--- src/txrv_pkg.sv ---
package txrv_pkg;

    // sizes of the block
    localparam int CHAIN_COUNT = 2;
    localparam int TABLE_DEPTH = 16;
    localparam int CHAIN_W     = 1;
    localparam int IDX_W       = 4;
    localparam int ADDR_W      = CHAIN_W + IDX_W;
    localparam int RAM_DEPTH   = 1 << ADDR_W;
    localparam int POWER_W     = 8;
    localparam int SIZE_W      = 5;
    localparam int FREQ_W      = 32;
    localparam int PRE_W       = 16;
    localparam int CHAIN_REGS  = 2;
    localparam int CFG_IDX_W   = 3;
    localparam int CFG_DATA_W  = 32;

    // minimum preamble lengths
    localparam logic [PRE_W-1:0] CHIRP_MIN_PRE = PRE_W'(6);
    localparam logic [PRE_W-1:0] FSK_MIN_PRE   = PRE_W'(3);

    // modulation codes
    localparam logic [1:0] MOD_CHIRP = 2'd0;
    localparam logic [1:0] MOD_FSK   = 2'd1;

    // register indexes
    localparam logic [CFG_IDX_W-1:0] REG_CHAIN_EN   = 3'd0;
    localparam logic [CFG_IDX_W-1:0] REG_ANT_GAIN   = 3'd1;
    localparam logic [CFG_IDX_W-1:0] REG_FREQ_MIN0  = 3'd2;
    localparam logic [CFG_IDX_W-1:0] REG_FREQ_MAX0  = 3'd3;
    localparam logic [CFG_IDX_W-1:0] REG_FREQ_MIN1  = 3'd4;
    localparam logic [CFG_IDX_W-1:0] REG_FREQ_MAX1  = 3'd5;
    localparam logic [CFG_IDX_W-1:0] REG_TBL_SIZE0  = 3'd6;
    localparam logic [CFG_IDX_W-1:0] REG_TBL_SIZE1  = 3'd7;

    typedef enum logic [2:0] {
        ST_OK        = 3'd0,
        ST_GPS_OFF   = 3'd1,
        ST_BAD_MODE  = 3'd2,
        ST_CHAIN_OFF = 3'd3,
        ST_BAD_MOD   = 3'd4,
        ST_BAD_FREQ  = 3'd5,
        ST_SUBST     = 3'd6
    } t_status;

    typedef enum logic [1:0] {
        MODE_IMMEDIATE   = 2'd0,
        MODE_TIMESTAMPED = 2'd1,
        MODE_GPS         = 2'd2,
        MODE_UNKNOWN     = 2'd3
    } t_tx_mode;

    typedef enum logic [2:0] {
        S_IDLE,
        S_GAIN,
        S_FLO,
        S_FHI,
        S_SCAN,
        S_LAST,
        S_DONE
    } t_state;

endpackage

--- src/txrv_ram.sv ---
module txrv_ram #(
    parameter int WIDTH = 8,
    parameter int DEPTH = 32
) (
    input  logic                     i_clk,
    input  logic                     i_we,
    input  logic [$clog2(DEPTH)-1:0] i_waddr,
    input  logic [WIDTH-1:0]         i_wdata,
    input  logic                     i_re,
    input  logic [$clog2(DEPTH)-1:0] i_raddr,
    output logic [WIDTH-1:0]         o_rdata
);

    logic [WIDTH-1:0] r_mem [DEPTH];
    logic [WIDTH-1:0] r_rdata;

    // one write port, one registered read port
    always_ff @(posedge i_clk) begin
        if (i_we) begin
            r_mem[i_waddr] <= i_wdata;
        end
        if (i_re) begin
            r_rdata <= r_mem[i_raddr];
        end
    end

    assign o_rdata = r_rdata;

endmodule

--- src/tx_request_validator.sv ---
// Transmit request validator. A request is taken only while the block is idle and
// is answered by exactly one result. A load item (command 1) writes one power table
// entry and goes straight to the finishing step. A transmit request walks through
// mode, chain and modulation checks, two frequency window compares on one shared
// 32-bit comparator, then a pipelined walk of the chain's power table through a RAM
// with one write port and one registered read port, one entry per cycle, and a
// finishing step. A table holds at most 16 entries; a size of zero still reads entry
// 0 but selects no entry. The table reads as zero after reset without a clearing
// pass: each entry has a written flag that reset clears.
module tx_request_validator
    import txrv_pkg::*;
(
    input  logic                    i_clk,
    input  logic                    i_rst_n,
    // configuration
    input  logic                    i_cfg_we,
    input  logic [CFG_IDX_W-1:0]    i_cfg_index,
    input  logic [CFG_DATA_W-1:0]   i_cfg_data,
    // request channel
    input  logic                    i_in_valid,
    output logic                    o_in_stall,
    input  logic                    i_command,
    input  logic [1:0]              i_tx_mode,
    input  logic [CHAIN_W-1:0]      i_radio_chain,
    input  logic [1:0]              i_modulation,
    input  logic [PRE_W-1:0]        i_preamble_len,
    input  logic [FREQ_W-1:0]       i_freq_hz,
    input  logic signed [POWER_W-1:0] i_req_power,
    input  logic [IDX_W-1:0]        i_entry_index,
    input  logic signed [POWER_W-1:0] i_entry_power,
    // result channel
    output logic                    o_out_valid,
    input  logic                    i_out_stall,
    output logic [2:0]              o_status,
    output logic signed [POWER_W-1:0] o_out_power,
    output logic [PRE_W-1:0]        o_out_preamble,
    output logic [IDX_W-1:0]        o_gain_index
);

    // configuration registers
    logic [CHAIN_REGS-1:0]   r_chain_en;
    logic [POWER_W-1:0]      r_gain;
    logic [FREQ_W-1:0]       r_freq_min [CHAIN_REGS];
    logic [FREQ_W-1:0]       r_freq_max [CHAIN_REGS];
    logic [SIZE_W-1:0]       r_tbl_size [CHAIN_REGS];

    // sequencer and working registers
    t_state                  r_state, n_state;
    t_tx_mode                r_mode, n_mode;
    logic [CHAIN_W-1:0]      r_chain, n_chain;
    logic [1:0]              r_modu, n_modu;
    logic [PRE_W-1:0]        r_pre, n_pre;
    logic [FREQ_W-1:0]       r_freq, n_freq;
    logic [POWER_W-1:0]      r_power, n_power;
    t_status                 r_status, n_status;
    logic [IDX_W-1:0]        r_gidx, n_gidx;
    logic                    r_scan, n_scan;
    logic [SIZE_W-1:0]       r_size, n_size;
    logic [IDX_W-1:0]        r_last, n_last;
    logic [IDX_W-1:0]        r_rd_idx, n_rd_idx;
    logic [IDX_W-1:0]        r_cmp_idx, n_cmp_idx;
    logic                    r_cmp_pend, n_cmp_pend;
    logic                    r_found, n_found;
    logic [POWER_W-1:0]      r_best, n_best;
    logic [IDX_W-1:0]        r_best_idx, n_best_idx;
    logic [POWER_W-1:0]      r_best_pow, n_best_pow;
    logic [POWER_W-1:0]      r_entry0, n_entry0;

    // output registers
    logic                    r_out_valid, n_out_valid;
    t_status                 r_o_status, n_o_status;
    logic [POWER_W-1:0]      r_o_power, n_o_power;
    logic [PRE_W-1:0]        r_o_pre, n_o_pre;
    logic [IDX_W-1:0]        r_o_gidx, n_o_gidx;

    // table storage
    logic [RAM_DEPTH-1:0]    r_ent_vld;
    logic                    r_rd_vld;
    logic                    tbl_we;
    logic [ADDR_W-1:0]       tbl_waddr;
    logic                    tbl_re;
    logic [ADDR_W-1:0]       tbl_raddr;
    logic [POWER_W-1:0]      tbl_rdata;
    logic [POWER_W-1:0]      scan_data;

    // shared units
    logic [POWER_W-1:0]      sub_b;
    logic [POWER_W:0]        sub_res;
    logic [FREQ_W-1:0]       cmp_a, cmp_b;
    logic                    cmp_lt;

    logic                    in_acc;
    logic                    out_free;
    logic                    do_cmp;
    logic                    qualify;
    logic [SIZE_W-1:0]       size_clamp;

    assign o_in_stall = (r_state != S_IDLE);
    assign in_acc     = i_in_valid && !o_in_stall;
    assign out_free   = !r_out_valid || !i_out_stall;

    // configuration writes
    always_ff @(posedge i_clk) begin
        if (!i_rst_n) begin
            r_chain_en <= '0;
            r_gain     <= '0;
            for (int c = 0; c < CHAIN_REGS; c++) begin
                r_freq_min[c] <= '0;
                r_freq_max[c] <= '1;
                r_tbl_size[c] <= '0;
            end
        end else if (i_cfg_we) begin
            unique case (i_cfg_index)
                REG_CHAIN_EN:  r_chain_en    <= i_cfg_data[CHAIN_REGS-1:0];
                REG_ANT_GAIN:  r_gain        <= i_cfg_data[POWER_W-1:0];
                REG_FREQ_MIN0: r_freq_min[0] <= i_cfg_data[FREQ_W-1:0];
                REG_FREQ_MAX0: r_freq_max[0] <= i_cfg_data[FREQ_W-1:0];
                REG_FREQ_MIN1: r_freq_min[1] <= i_cfg_data[FREQ_W-1:0];
                REG_FREQ_MAX1: r_freq_max[1] <= i_cfg_data[FREQ_W-1:0];
                REG_TBL_SIZE0: r_tbl_size[0] <= i_cfg_data[SIZE_W-1:0];
                REG_TBL_SIZE1: r_tbl_size[1] <= i_cfg_data[SIZE_W-1:0];
            endcase
        end
    end

    // table write from a load request
    assign tbl_we = in_acc && i_command
                    && (int'(i_radio_chain) < CHAIN_COUNT)
                    && (int'(i_entry_index) < TABLE_DEPTH);
    assign tbl_waddr = {i_radio_chain, i_entry_index};
    assign tbl_re    = (r_state == S_SCAN);
    assign tbl_raddr = {r_chain, r_rd_idx};

    txrv_ram #(
        .WIDTH (POWER_W),
        .DEPTH (RAM_DEPTH)
    ) u_table (
        .i_clk   (i_clk),
        .i_we    (tbl_we),
        .i_waddr (tbl_waddr),
        .i_wdata (i_entry_power),
        .i_re    (tbl_re),
        .i_raddr (tbl_raddr),
        .o_rdata (tbl_rdata)
    );

    // written flags, unwritten entries read as zero
    always_ff @(posedge i_clk) begin
        if (!i_rst_n) begin
            r_ent_vld <= '0;
        end else if (tbl_we) begin
            r_ent_vld[tbl_waddr] <= 1'b1;
        end
    end

    always_ff @(posedge i_clk) begin
        if (tbl_re) begin
            r_rd_vld <= r_ent_vld[tbl_raddr];
        end
    end

    assign scan_data = r_rd_vld ? tbl_rdata : '0;

    // shared subtractor: gain correction, then power minus table entry
    assign sub_b   = (r_state == S_GAIN) ? r_gain : scan_data;
    assign sub_res = {r_power[POWER_W-1], r_power} - {sub_b[POWER_W-1], sub_b};

    // shared comparator for the frequency window
    always_comb begin
        if (r_state == S_FLO) begin
            cmp_a = r_freq;
            cmp_b = r_freq_min[r_chain];
        end else begin
            cmp_a = r_freq_max[r_chain];
            cmp_b = r_freq;
        end
    end
    assign cmp_lt = (cmp_a < cmp_b);

    // walk bookkeeping
    assign do_cmp  = ((r_state == S_SCAN) && r_cmp_pend) || (r_state == S_LAST);
    assign qualify = ({1'b0, r_cmp_idx} < r_size) && !sub_res[POWER_W];
    assign size_clamp = (r_tbl_size[r_chain] > SIZE_W'(TABLE_DEPTH))
                        ? SIZE_W'(TABLE_DEPTH) : r_tbl_size[r_chain];

    // next state
    always_comb begin
        n_state = r_state;
        unique case (r_state)
            S_IDLE: begin
                if (in_acc) begin
                    n_state = i_command ? S_DONE : S_GAIN;
                end
            end
            S_GAIN: begin
                if (r_mode == MODE_GPS || r_mode == MODE_UNKNOWN
                    || int'(r_chain) >= CHAIN_COUNT || !r_chain_en[r_chain]
                    || (r_modu != MOD_CHIRP && r_modu != MOD_FSK)) begin
                    n_state = S_DONE;
                end else begin
                    n_state = S_FLO;
                end
            end
            S_FLO: begin
                n_state = cmp_lt ? S_DONE : S_FHI;
            end
            S_FHI: begin
                n_state = cmp_lt ? S_DONE : S_SCAN;
            end
            S_SCAN: begin
                if (r_rd_idx == r_last) begin
                    n_state = S_LAST;
                end
            end
            S_LAST: begin
                n_state = S_DONE;
            end
            S_DONE: begin
                if (out_free) begin
                    n_state = S_IDLE;
                end
            end
        endcase
    end

    // datapath and outputs
    always_comb begin
        n_mode      = r_mode;
        n_chain     = r_chain;
        n_modu      = r_modu;
        n_pre       = r_pre;
        n_freq      = r_freq;
        n_power     = r_power;
        n_status    = r_status;
        n_gidx      = r_gidx;
        n_scan      = r_scan;
        n_size      = r_size;
        n_last      = r_last;
        n_rd_idx    = r_rd_idx;
        n_cmp_idx   = r_cmp_idx;
        n_cmp_pend  = r_cmp_pend;
        n_found     = r_found;
        n_best      = r_best;
        n_best_idx  = r_best_idx;
        n_best_pow  = r_best_pow;
        n_entry0    = r_entry0;
        n_out_valid = r_out_valid && i_out_stall;
        n_o_status  = r_o_status;
        n_o_power   = r_o_power;
        n_o_pre     = r_o_pre;
        n_o_gidx    = r_o_gidx;

        unique case (r_state)
            S_IDLE: begin
                // capture the request
                if (in_acc) begin
                    n_mode   = t_tx_mode'(i_tx_mode);
                    n_chain  = i_radio_chain;
                    n_modu   = i_modulation;
                    n_freq   = i_freq_hz;
                    n_status = ST_OK;
                    n_scan   = 1'b0;
                    if (i_command) begin
                        n_power = i_entry_power;
                        n_pre   = '0;
                        n_gidx  = i_entry_index;
                    end else begin
                        n_power = i_req_power;
                        n_pre   = i_preamble_len;
                        n_gidx  = '0;
                    end
                end
            end
            S_GAIN: begin
                // mode, chain and modulation checks, gain correction, preamble clamp
                priority if (r_mode == MODE_GPS) begin
                    n_status = ST_GPS_OFF;
                end else if (r_mode == MODE_UNKNOWN) begin
                    n_status = ST_BAD_MODE;
                end else if (int'(r_chain) >= CHAIN_COUNT || !r_chain_en[r_chain]) begin
                    n_status = ST_CHAIN_OFF;
                end else begin
                    n_power = sub_res[POWER_W-1:0];
                    priority if (r_modu == MOD_CHIRP) begin
                        if (r_pre < CHIRP_MIN_PRE) begin
                            n_pre = CHIRP_MIN_PRE;
                        end
                    end else if (r_modu == MOD_FSK) begin
                        if (r_pre < FSK_MIN_PRE) begin
                            n_pre = FSK_MIN_PRE;
                        end
                    end else begin
                        n_status = ST_BAD_MOD;
                    end
                end
            end
            S_FLO: begin
                if (cmp_lt) begin
                    n_status = ST_BAD_FREQ;
                end
            end
            S_FHI: begin
                // upper frequency bound; if ok, set up the table walk
                if (cmp_lt) begin
                    n_status = ST_BAD_FREQ;
                end else begin
                    n_scan     = 1'b1;
                    n_size     = size_clamp;
                    n_last     = (size_clamp == '0) ? '0 : IDX_W'(size_clamp - 1'b1);
                    n_rd_idx   = '0;
                    n_cmp_pend = 1'b0;
                    n_found    = 1'b0;
                    n_best     = '0;
                    n_best_idx = '0;
                    n_best_pow = '0;
                    n_entry0   = '0;
                end
            end
            S_SCAN: begin
                n_cmp_pend = 1'b1;
                n_cmp_idx  = r_rd_idx;
                if (r_rd_idx != r_last) begin
                    n_rd_idx = r_rd_idx + 1'b1;
                end
            end
            S_LAST: begin
                n_cmp_pend = 1'b0;
            end
            S_DONE: begin
                // resolve and move into the output register
                if (out_free) begin
                    n_out_valid = 1'b1;
                    n_o_pre     = r_pre;
                    if (r_scan) begin
                        if (r_found && r_best == '0) begin
                            n_o_status = ST_OK;
                            n_o_power  = r_power;
                            n_o_gidx   = r_best_idx;
                        end else begin
                            n_o_status = ST_SUBST;
                            n_o_power  = r_found ? r_best_pow : r_entry0;
                            n_o_gidx   = r_found ? r_best_idx : '0;
                        end
                    end else begin
                        n_o_status = r_status;
                        n_o_power  = r_power;
                        n_o_gidx   = r_gidx;
                    end
                end
            end
        endcase

        // closest entry not above the corrected power, lowest index on ties
        if (do_cmp) begin
            if (r_cmp_idx == '0) begin
                n_entry0 = scan_data;
            end
            if (qualify && (!r_found || sub_res[POWER_W-1:0] < r_best)) begin
                n_found    = 1'b1;
                n_best     = sub_res[POWER_W-1:0];
                n_best_idx = r_cmp_idx;
                n_best_pow = scan_data;
            end
        end
    end

    // control registers
    always_ff @(posedge i_clk) begin
        if (!i_rst_n) begin
            r_state     <= S_IDLE;
            r_out_valid <= 1'b0;
        end else begin
            r_state     <= n_state;
            r_out_valid <= n_out_valid;
        end
    end

    // payload registers
    always_ff @(posedge i_clk) begin
        r_mode     <= n_mode;
        r_chain    <= n_chain;
        r_modu     <= n_modu;
        r_pre      <= n_pre;
        r_freq     <= n_freq;
        r_power    <= n_power;
        r_status   <= n_status;
        r_gidx     <= n_gidx;
        r_scan     <= n_scan;
        r_size     <= n_size;
        r_last     <= n_last;
        r_rd_idx   <= n_rd_idx;
        r_cmp_idx  <= n_cmp_idx;
        r_cmp_pend <= n_cmp_pend;
        r_found    <= n_found;
        r_best     <= n_best;
        r_best_idx <= n_best_idx;
        r_best_pow <= n_best_pow;
        r_entry0   <= n_entry0;
        r_o_status <= n_o_status;
        r_o_power  <= n_o_power;
        r_o_pre    <= n_o_pre;
        r_o_gidx   <= n_o_gidx;
    end

    assign o_out_valid    = r_out_valid;
    assign o_status       = r_o_status;
    assign o_out_power    = r_o_power;
    assign o_out_preamble = r_o_pre;
    assign o_gain_index   = r_o_gidx;

    // a new result appears only out of the finishing step
    a_result_from_done: assert property (
        @(posedge i_clk) disable iff (!i_rst_n)
        $rose(o_out_valid) |-> $past(r_state) == S_DONE
    ) else $error("result appeared outside the finishing step");

    // the walk never reads past the last table entry of the chain
    a_walk_in_range: assert property (
        @(posedge i_clk) disable iff (!i_rst_n)
        r_state == S_SCAN |-> r_rd_idx <= r_last
    ) else $error("table walk past last entry");

    // a chosen entry lies inside the chain's table
    a_best_in_table: assert property (
        @(posedge i_clk) disable iff (!i_rst_n)
        (r_state == S_DONE && r_scan && r_found) |-> {1'b0, r_best_idx} < r_size
    ) else $error("chosen entry outside table");

endmodule
--- config.mk ---
export PLATFORM = sky130hd
export DESIGN_NAME = tx_request_validator
export DESIGN_NICKNAME = d
export VERILOG_FILES = /design/src/txrv_pkg.sv /design/src/txrv_ram.sv /design/src/tx_request_validator.sv
export SDC_FILE = /design/constraint.sdc
export NUM_CORES = 1
export LEC_CHECK = 0
export ABC_AREA = 1
export BUFFER_PORTS_ARGS = -buffer_cell sky130_fd_sc_hd__buf_2
export CAP_MARGIN = 20
export CORE_ASPECT_RATIO = 1.2
export CORE_UTILIZATION = 55
export DETAILED_ROUTE_END_ITERATION = 6
export PLACE_DENSITY = 0.78
export REMOVE_ABC_BUFFERS = 1
export SYNTH_ARGS = -nofsm -noshare
export SYNTH_HDL_FRONTEND = slang
export SYNTH_SLANG_ARGS = --single-unit
--- constraint.sdc ---
create_clock -name i_clk -period 8.6 [get_ports i_clk]
set_input_delay 0.43 -clock i_clk [delete_from_list [all_inputs] [get_ports i_clk]]
set_output_delay 0.43 -clock i_clk [all_outputs]
set_load 0.02 [all_outputs]
==> impl_metrics.py, run 1 <==
metrics = {
    "timing": {
        "slew_viol_final": 0,
        "tns_ns": 0,
        "clock_skew_ns": 0.05448,
        "post-route-min-period_ns": 5.741,
        "clock.fmax_ghz": 0.1742,
        "slew_headroom_pct": 24.94,
        "min_period_over_period_pct": 66.75,
        "whs_ns": 0.02422,
        "rsz0062_at_grt": "no",
        "hold_viol_final": 0,
        "worst_slew_pin_slew_ns": 1.125,
        "setup_violations": 0,
    },
    "floorplan": {
        "die_y_um": 236.5,
        "placementRows": 85,
        "start_util_pct": 56.01,
        "core-area_um2": 44990,
        "io_pins": 147,
        "die_x_um": 197.4,
        "dieArea_um2": 46670,
    },
    "clock_tree": {
        "clk_latency_ns": 0.65,
        "cts_tree": "done",
        "clk_path_buf_depth": 3,
        "cts-htree-levels": 2,
        "clock_tree.root_cell": "clkbuf_16",
        "worst_setup_hold_path_clk_slew_ns": 0.06,
        "cts.sinks": 597,
        "numCtsBuffers": 57,
        "cts_resized": 0,
    },
    "power": {
        "p_int_mw": 5.953,
        "combPwrFrac_pct": 30.0,
        "p_seq_share_pct": 40.8,
        "p_per_area_nw_per_um2": 316.6,
        "power_leakage_nw": 10.89,
        "p_clk_share_pct": 29.2,
        "power.share.switching_pct": 34.74,
        "ir_worst_vdd_uv": 278.0,
        "switching_power_mw": 3.169,
    },
    "critical_path": {
        "crit_arrival_ns": 6.32,
        "required_ns": 9.18,
        "cp-start-kind": "register",
        "critPathMaxFanout": 34,
        "endpoint_kind": "register",
        "critical_path_class": "register to register",
    },
    "global_routing": {
        "overflow": 0,
        "grtUsageTotal_pct": 26.60,
        "grt_start_max_net_pins": 96,
        "grt_pass1_wl_mm": 95.68,
        "antenna_found_initial": 4,
        "grt_pass1_vias": 17660,
    },
    "yosys": {
        "synth_compound_area_share_pct": 11.03,
        "yosysUniqueCellTypes": 46,
        "synth.area.mux_share_pct": 0.03973,
        "synth_edf_count": 521,
        "synth_area_leaders": "edfxtp_1 62%, dfxtp_1 6.0%, nor2_1 5.9%",
        "netlist.area_leader.share_pct": 62.09,
        "ys_seq_elements": 597,
        "synth_area_um2": 25200,
        "synth_most_common_cell": "edfxtp_1",
        "synthCells": 2223,
        "synth_top_family_by_area": "simple AND/OR/NAND/NOR gates",
        "ys_seq_area_share_pct": 68.13,
        "synth.cells.most_frequent": "521 x edfxtp_1, 396 x nor2_1, 295 x nand2_1",
        "async_reset_ff_share_pct": 0,
        "synth_flop_cell": "edfxtp_1",
        "synth-xor-area-share_pct": 0.4171,
        "synthSimpleGateAreaFrac_pct": 13.42,
        "synth.avg_cell_area_um2": 11.33,
        "synth_fa_ha_area_share_pct": 2.662,
        "ys_warn_count": 0,
        "synth_area_leader_cell": "edfxtp_1",
    },
    "route": {
        "vias": 17790,
        "ant_nets": 0,
        "viasPerCell": 5.878,
        "drc": 0,
        "wire_per_inst_um": 20.35,
        "drt-initial-drc-count": 1659,
        "routed_wl_mm": 61.60,
        "first_pass_iters": 5,
    },
    "cells_and_area": {
        "fillers": 3307,
        "drive_above_1_share_pct": 13.25,
        "final_nets": 2534,
        "area_growth_pct": 14.37,
        "design_area_um2": 28820,
    },
    "run_status": {
        "status": "complete, no violations",
    },
    "placed_design": {
        "gp_congestion": 0.8957,
        "hpwl_mm": 36.76,
        "io_buffers": 146,
        "placed_area_um2": 26400,
    },
    "min_path": {
        "hold_path_class": "primary input to register",
    },
    "job": {
        "cap_violations": 0,
    },
}
metal layers:
metal / routed length [µm] / track usage (%)
met5: 22 / 0
met4: 2223 / 10.88
met3: 5293 / 4.401
met2: 30470 / 45.40
met1: 23590 / 33.66
cell type report:
cell class	instances	area [µm²]	share of cell area, %
antenna	2	5.005	0.01737
inverter	158	594.3	2.063
sequential	597	17170	59.58
clock buffer	78	1754	6.088
tap	609	762.0	2.644
clock inverter	30	305.3	1.059
timing repair buffer	203	1246	4.325
multi-input combinational	1350	6980	24.22
layout by cell type, fill, tap and decap left out, types with 50 or more instances in the layout:
| cell | Yosys | routed |
|---|---|---|
| nor2_1 | 396 | 395 |
| edfxtp_1 | 521 | 521 |
| inv_1 | 150 | 149 |
| nand2_1 | 295 | 295 |
| dfxtp_1 | 76 | 75 |
| buf_2 | 14 | 146 |
| o221ai_1 | 57 | 57 |
| a31oi_1 | 50 | 50 |
| o21ai_0 | 271 | 271 |
| clkbuf_16 | 0 | 64 |
| ha_1 | 52 | 52 |
| nand3_1 | 63 | 63 |
power by group through the flow:
stage / Sequential (mW) / Combinational (mW) / Clock, mW
2_1_floorplan: 3.85 / 1.73 / 0
3_3_place_gp: 3.77 / 2.59 / 0
3_5_place_dp: 3.77 / 2.69 / 0
4_1_cts: 3.72 / 2.72 / 2.68
5_1_grt: 3.75 / 3.08 / 2.79
6_report: 3.72 / 2.74 / 2.66
critical path, cell delays in order (launching register included):
cell and delay (ns):
dfxtp_1 0.35, nor2_1 0.19, inv_1 0.09, nor2_1 0.09
buf_4 0.22, clkinv_1 0.73, o21ai_0 0.62, inv_1 0.08
ha_1 0.28, nand2_1 0.04, o21ai_0 0.28, a21oi_1 0.12
o21bai_1 0.22, a21oi_1 0.10, nor2_1 0.10, nor2_1 0.05
xor2_1 0.17, ha_1 0.31, nand2_1 0.06, nor3b_1 0.21
o21ai_0 0.12, nand4_1 0.12, nor2_1 0.05, inv_1 0.79
nand3_2 0.14, nand2_1 0.10
flip-flops by register name, indices dropped and copies added, names as in the netlist, 4 cells and up, named ones only:
signal and cells:
r_freq_max 64, r_pre 16, r_tbl_size 10, r_last 4, o_gain_index 4, r_freq_min 64, r_gain 8, u_table.o_rdata 8
o_out_power 8, r_freq 32, r_size 5, r_best_idx 4, r_ent_vld 32, r_gidx 4, r_best_pow 8, r_cmp_idx 4
r_entry0 8, r_best 8, o_out_preamble 16, r_rd_idx 4, r_power 8, u_table.r_mem 256
cell families (layout without fill, tap and decap cells):
| group | count (synthesis) | after routing |
|---|---|---|
| XOR/XNOR | 12 | 12 |
| buffers and inverters | 276 | 469 |
| AND/OR/NAND/NOR | 810 | 810 |
| other | 0 | 2 |
| flip-flops | 597 | 597 |
| AO/OA/AOI/OAI | 474 | 474 |
| adder cells (fa/ha/maj) | 53 | 53 |
| multiplexers | 1 | 1 |
path summary, 6_finish.rpt:
| path | start | end | slack (ns) | cells after the start |
|---|---|---|---|---|
| worst min-delay path | i_freq_hz[29] | r_freq[29] | 0.02 | 1 |
| worst max-delay path | r_state[2] | r_best_idx[2] | 2.86 | 25 |
| worst max register to register | r_state[2] | r_best_idx[2] | 2.86 | 25 |
| worst min register to register | r_pre[0] | o_out_preamble[0] | 0.45 | 0 |
per-stage QoR:
step / std cells / setup slack [ns] / power [mW] / utilization, %
2_1_floorplan: 2105 / 2.173 / 5.574 / -
3_3_place_gp: 2882 / 3.220 / 6.355 / 58.68
3_5_place_dp: 2882 / 2.941 / 6.461 / 58.68
4_1_cts: 3025 / 2.902 / 9.121 / 64.04
5_1_grt: 3027 / 2.190 / 9.623 / 64.05
6_report: 3027 / 2.859 / 9.122 / 64.05
what timing repair did:
action | CTS | global route
endpoints found under the hold margin | 35 | 0
hold buffers | 35 | 0
buffers inserted | 0 | 0
Note: power is estimated with default switching activity, not from simulation.
==> run 2: changes to the inputs <==
--- a/config.mk
+++ b/config.mk
@@ -11,7 +11,7 @@
 export CORE_ASPECT_RATIO = 1.2
 export CORE_UTILIZATION = 55
 export DETAILED_ROUTE_END_ITERATION = 6
-export PLACE_DENSITY = 0.78
+export PLACE_DENSITY = 0.81
 export REMOVE_ABC_BUFFERS = 1
 export SYNTH_ARGS = -nofsm -noshare
 export SYNTH_HDL_FRONTEND = slang
==> constraint.sdc (replaced) <==
create_clock -name i_clk -period 5.17 [get_ports i_clk]
set_input_delay 0.2585 -clock i_clk [delete_from_list [all_inputs] [get_ports i_clk]]
set_output_delay 0.2585 -clock i_clk [all_outputs]
set_load 0.02 [all_outputs]
==> run 2 against run 1 <==
The flow now finishes with violations (design-rule violations). Clock power is 65% higher. Sequential share of layout area is 0.77 points lower. Largest power group unchanged. Power is 68% higher. Clock skew is 0.023 ns lower. Sequential cell count stayed put. Highest routed layer is now met4. First-iteration DRC count is 13% higher.
==> impl_metrics.py, run 2 (synthesized netlist as in run 1, its figures left out) <==
metrics = {
    "timing": {
        "clock_skew_ns": 0.03188,
        "hold_viol_final": 0,
        "clock.fmax_ghz": 0.2104,
        "min_period_over_period_pct": 91.95,
        "worst_slew_pin_slew_ns": 1.070,
        "post-route-min-period_ns": 4.754,
        "tns_ns": 0,
        "rsz0062_at_grt": "yes",
        "slew_viol_final": 0,
        "slew_headroom_pct": 28.56,
        "setup_violations": 0,
    },
    "min_path": {
        "worstHoldStart": "i_preamble_len[4]",
        "hold_path_class": "primary input to register",
    },
    "critical_path": {
        "worstSetupStartpoint": "r_state[2]",
        "cp-start-kind": "register",
        "endpoint_kind": "register",
        "r2r_slack_ns": 0.42,
        "required_ns": 5.72,
        "rr_startpoint": "r_state[2]",
        "critPathMaxFanout": 33,
        "critical_path_class": "register to register",
        "crit_arrival_ns": 5.31,
    },
    "clock_tree": {
        "clk_latency_ns": 0.64,
        "clock_tree.root_cell": "clkbuf_16",
        "worst_setup_hold_path_clk_slew_ns": 0.06,
        "cts.sinks": 597,
        "postCtsSetupRepairBufs": 0,
        "numCtsBuffers": 56,
        "cts_resized": 0,
        "cts-htree-levels": 2,
        "clk_path_buf_depth": 3,
        "cts_tree": "done",
    },
    "power": {
        "ir_worst_vdd_uv": 334.5,
        "p_clk_share_pct": 28.6,
        "p_per_area_nw_per_um2": 523.4,
        "power.share.switching_pct": 34.73,
        "combPwrFrac_pct": 30.6,
        "power_leakage_nw": 11.03,
        "switching_power_mw": 5.307,
        "p_seq_share_pct": 40.7,
        "p_int_mw": 9.973,
    },
    "route": {
        "drc": 1,
        "met2RoutedLength_mm": 31.47,
        "routed_wl_mm": 63.17,
        "first_pass_iters": 7,
        "highest_layer": "met4",
        "drt-initial-drc-count": 1878,
        "vias": 18210,
        "wire_per_inst_um": 20.58,
        "wl_met3_mm": 5.797,
        "viasPerCell": 5.930,
        "ant_nets": 0,
        "met1_length_mm": 23.15,
    },
    "placed_design": {
        "gp_congestion": 0.8820,
        "io_buffers": 146,
        "hpwl_mm": 37.34,
        "placed_area_um2": 26420,
    },
    "global_routing": {
        "overflow": 0,
        "grt_pass1_vias": 18290,
        "grt_pass1_wl_mm": 97.56,
        "grt_start_max_net_pins": 81,
        "antenna_found_initial": 1,
        "grtUsageTotal_pct": 27.02,
    },
    "floorplan": {
        "start_util_pct": 56.01,
        "dieArea_um2": 46670,
        "io_pins": 147,
        "placementRows": 85,
        "die_y_um": 236.5,
        "die_x_um": 197.4,
        "core-area_um2": 44990,
    },
    "cells_and_area": {
        "drive_above_1_share_pct": 12.44,
        "regMostFlops": "u_table.r_mem",
        "area_growth_pct": 15.87,
        "design_area_um2": 29190,
        "final_common_cell": "edfxtp_1",
        "top_regs": "u_table.r_mem: 256 flops, r_freq_max: 64 flops, r_freq_min: 64 flops",
        "fin_util_pct": 64.89,
        "final_nets": 2581,
        "largest_reg_flops": 256,
        "layout_common_cells": "521 x edfxtp_1, 395 x nor2_1, 295 x nand2_1, 271 x o21ai_0, 149 x inv_1",
    },
    "run_status": {
        "status": "complete, but fails checks",
        "violations": "design-rule violations",
    },
    "job": {
        "cap_violations": 0,
    },
}
run 2: changes by cell type in the layout (fill, tap and decap cells not counted), sizes merged:
cell	before	now
inv	155	153
clkinvlp	5	3
clkinv	25	31
clkbuf	78	63
buf	168	171
dlygate4sd3	35	80
bufinv	3	11
run 2: layer usage:
| layer | global-route usage [%] | vias to the layer above |
|---|---|---|
| met5 | 0 | - |
| li1 | - | 8259 |
| met4 | 13.18 | 0 |
| met2 | 46.31 | 1045 |
| met1 | 33.21 | 8715 |
| met3 | 4.358 | 186 |
run 2: worst paths after layout:
path                        end  depth (start not counted)
setup reg to reg  r_best_idx[1]                         26
hold reg to reg       r_gain[1]                          2
hold / removal         r_pre[4]                          3
setup / recovery  r_best_idx[1]                         26
run 2: area by class of cell:
| cell class | count | area (µm²) |
|---|---|---|
| clock buffers | 63 | 1449 |
| inverters | 158 | 594.3 |
| diodes | 2 | 5.005 |
| repair buffers | 251 | 1719 |
| multi-input cells | 1350 | 6980 |
| clock inverters | 40 | 515.5 |
| fillers | 3179 | 15790 |
| well taps | 609 | 762.0 |
| flip-flops and latches | 597 | 17170 |
run 2: repair_timing:
action | CTS | global route
hold buffers | 80 | 0
endpoints found under the setup margin | 0 | 21
hold endpoints to repair | 121 | 0
run 2: power groups by stage:
stage | clock, mW | combinational [mW] | sequential (mW)
3_5_place_dp | 0 | 4.46 | 6.30
4_1_cts | 4.39 | 4.56 | 6.20
2_1_floorplan | 0 | 2.87 | 6.40
5_1_grt | 4.59 | 5.18 | 6.26
6_report | 4.38 | 4.68 | 6.22
3_3_place_gp | 0 | 4.27 | 6.27
run 2: per-stage QoR:
stage | worst slack [ns] | total power [mW] | hold WS, ns | instances
after floorplan | -1.257 | 9.271 | 0.3574 | 2105
after global placement | 0.7073 | 10.54 | 0.4258 | 2885
after detailed placement | 0.4680 | 10.76 | 0.4293 | 2885
after CTS | 0.4321 | 15.15 | 0.004693 | 3068
after global routing | -0.1049 | 16.02 | 0.01156 | 3069
final | 0.4163 | 15.28 | 0.004545 | 3070
run 2: worst max-delay path: stages, from the launching register on:
cell	delay [ns]
dfxtp_1	0.42
nor2_1	0.10
inv_1	0.08
nor2_1	0.06
clkinv_1	0.05
buf_4	0.31
nand2_1	0.08
o21ai_0	0.22
inv_1	0.11
ha_1	0.29
nand2_1	0.04
o21ai_0	0.26
a21oi_1	0.11
o21bai_1	0.21
a21oi_1	0.10
nor2_1	0.09
nor2_1	0.05
xor2_1	0.16
ha_1	0.30
nand2_1	0.07
nor3b_1	0.18
o21ai_0	0.10
nand4_1	0.13
nor2_1	0.06
inv_1	0.79
nand3_2	0.15
nand2_1	0.12
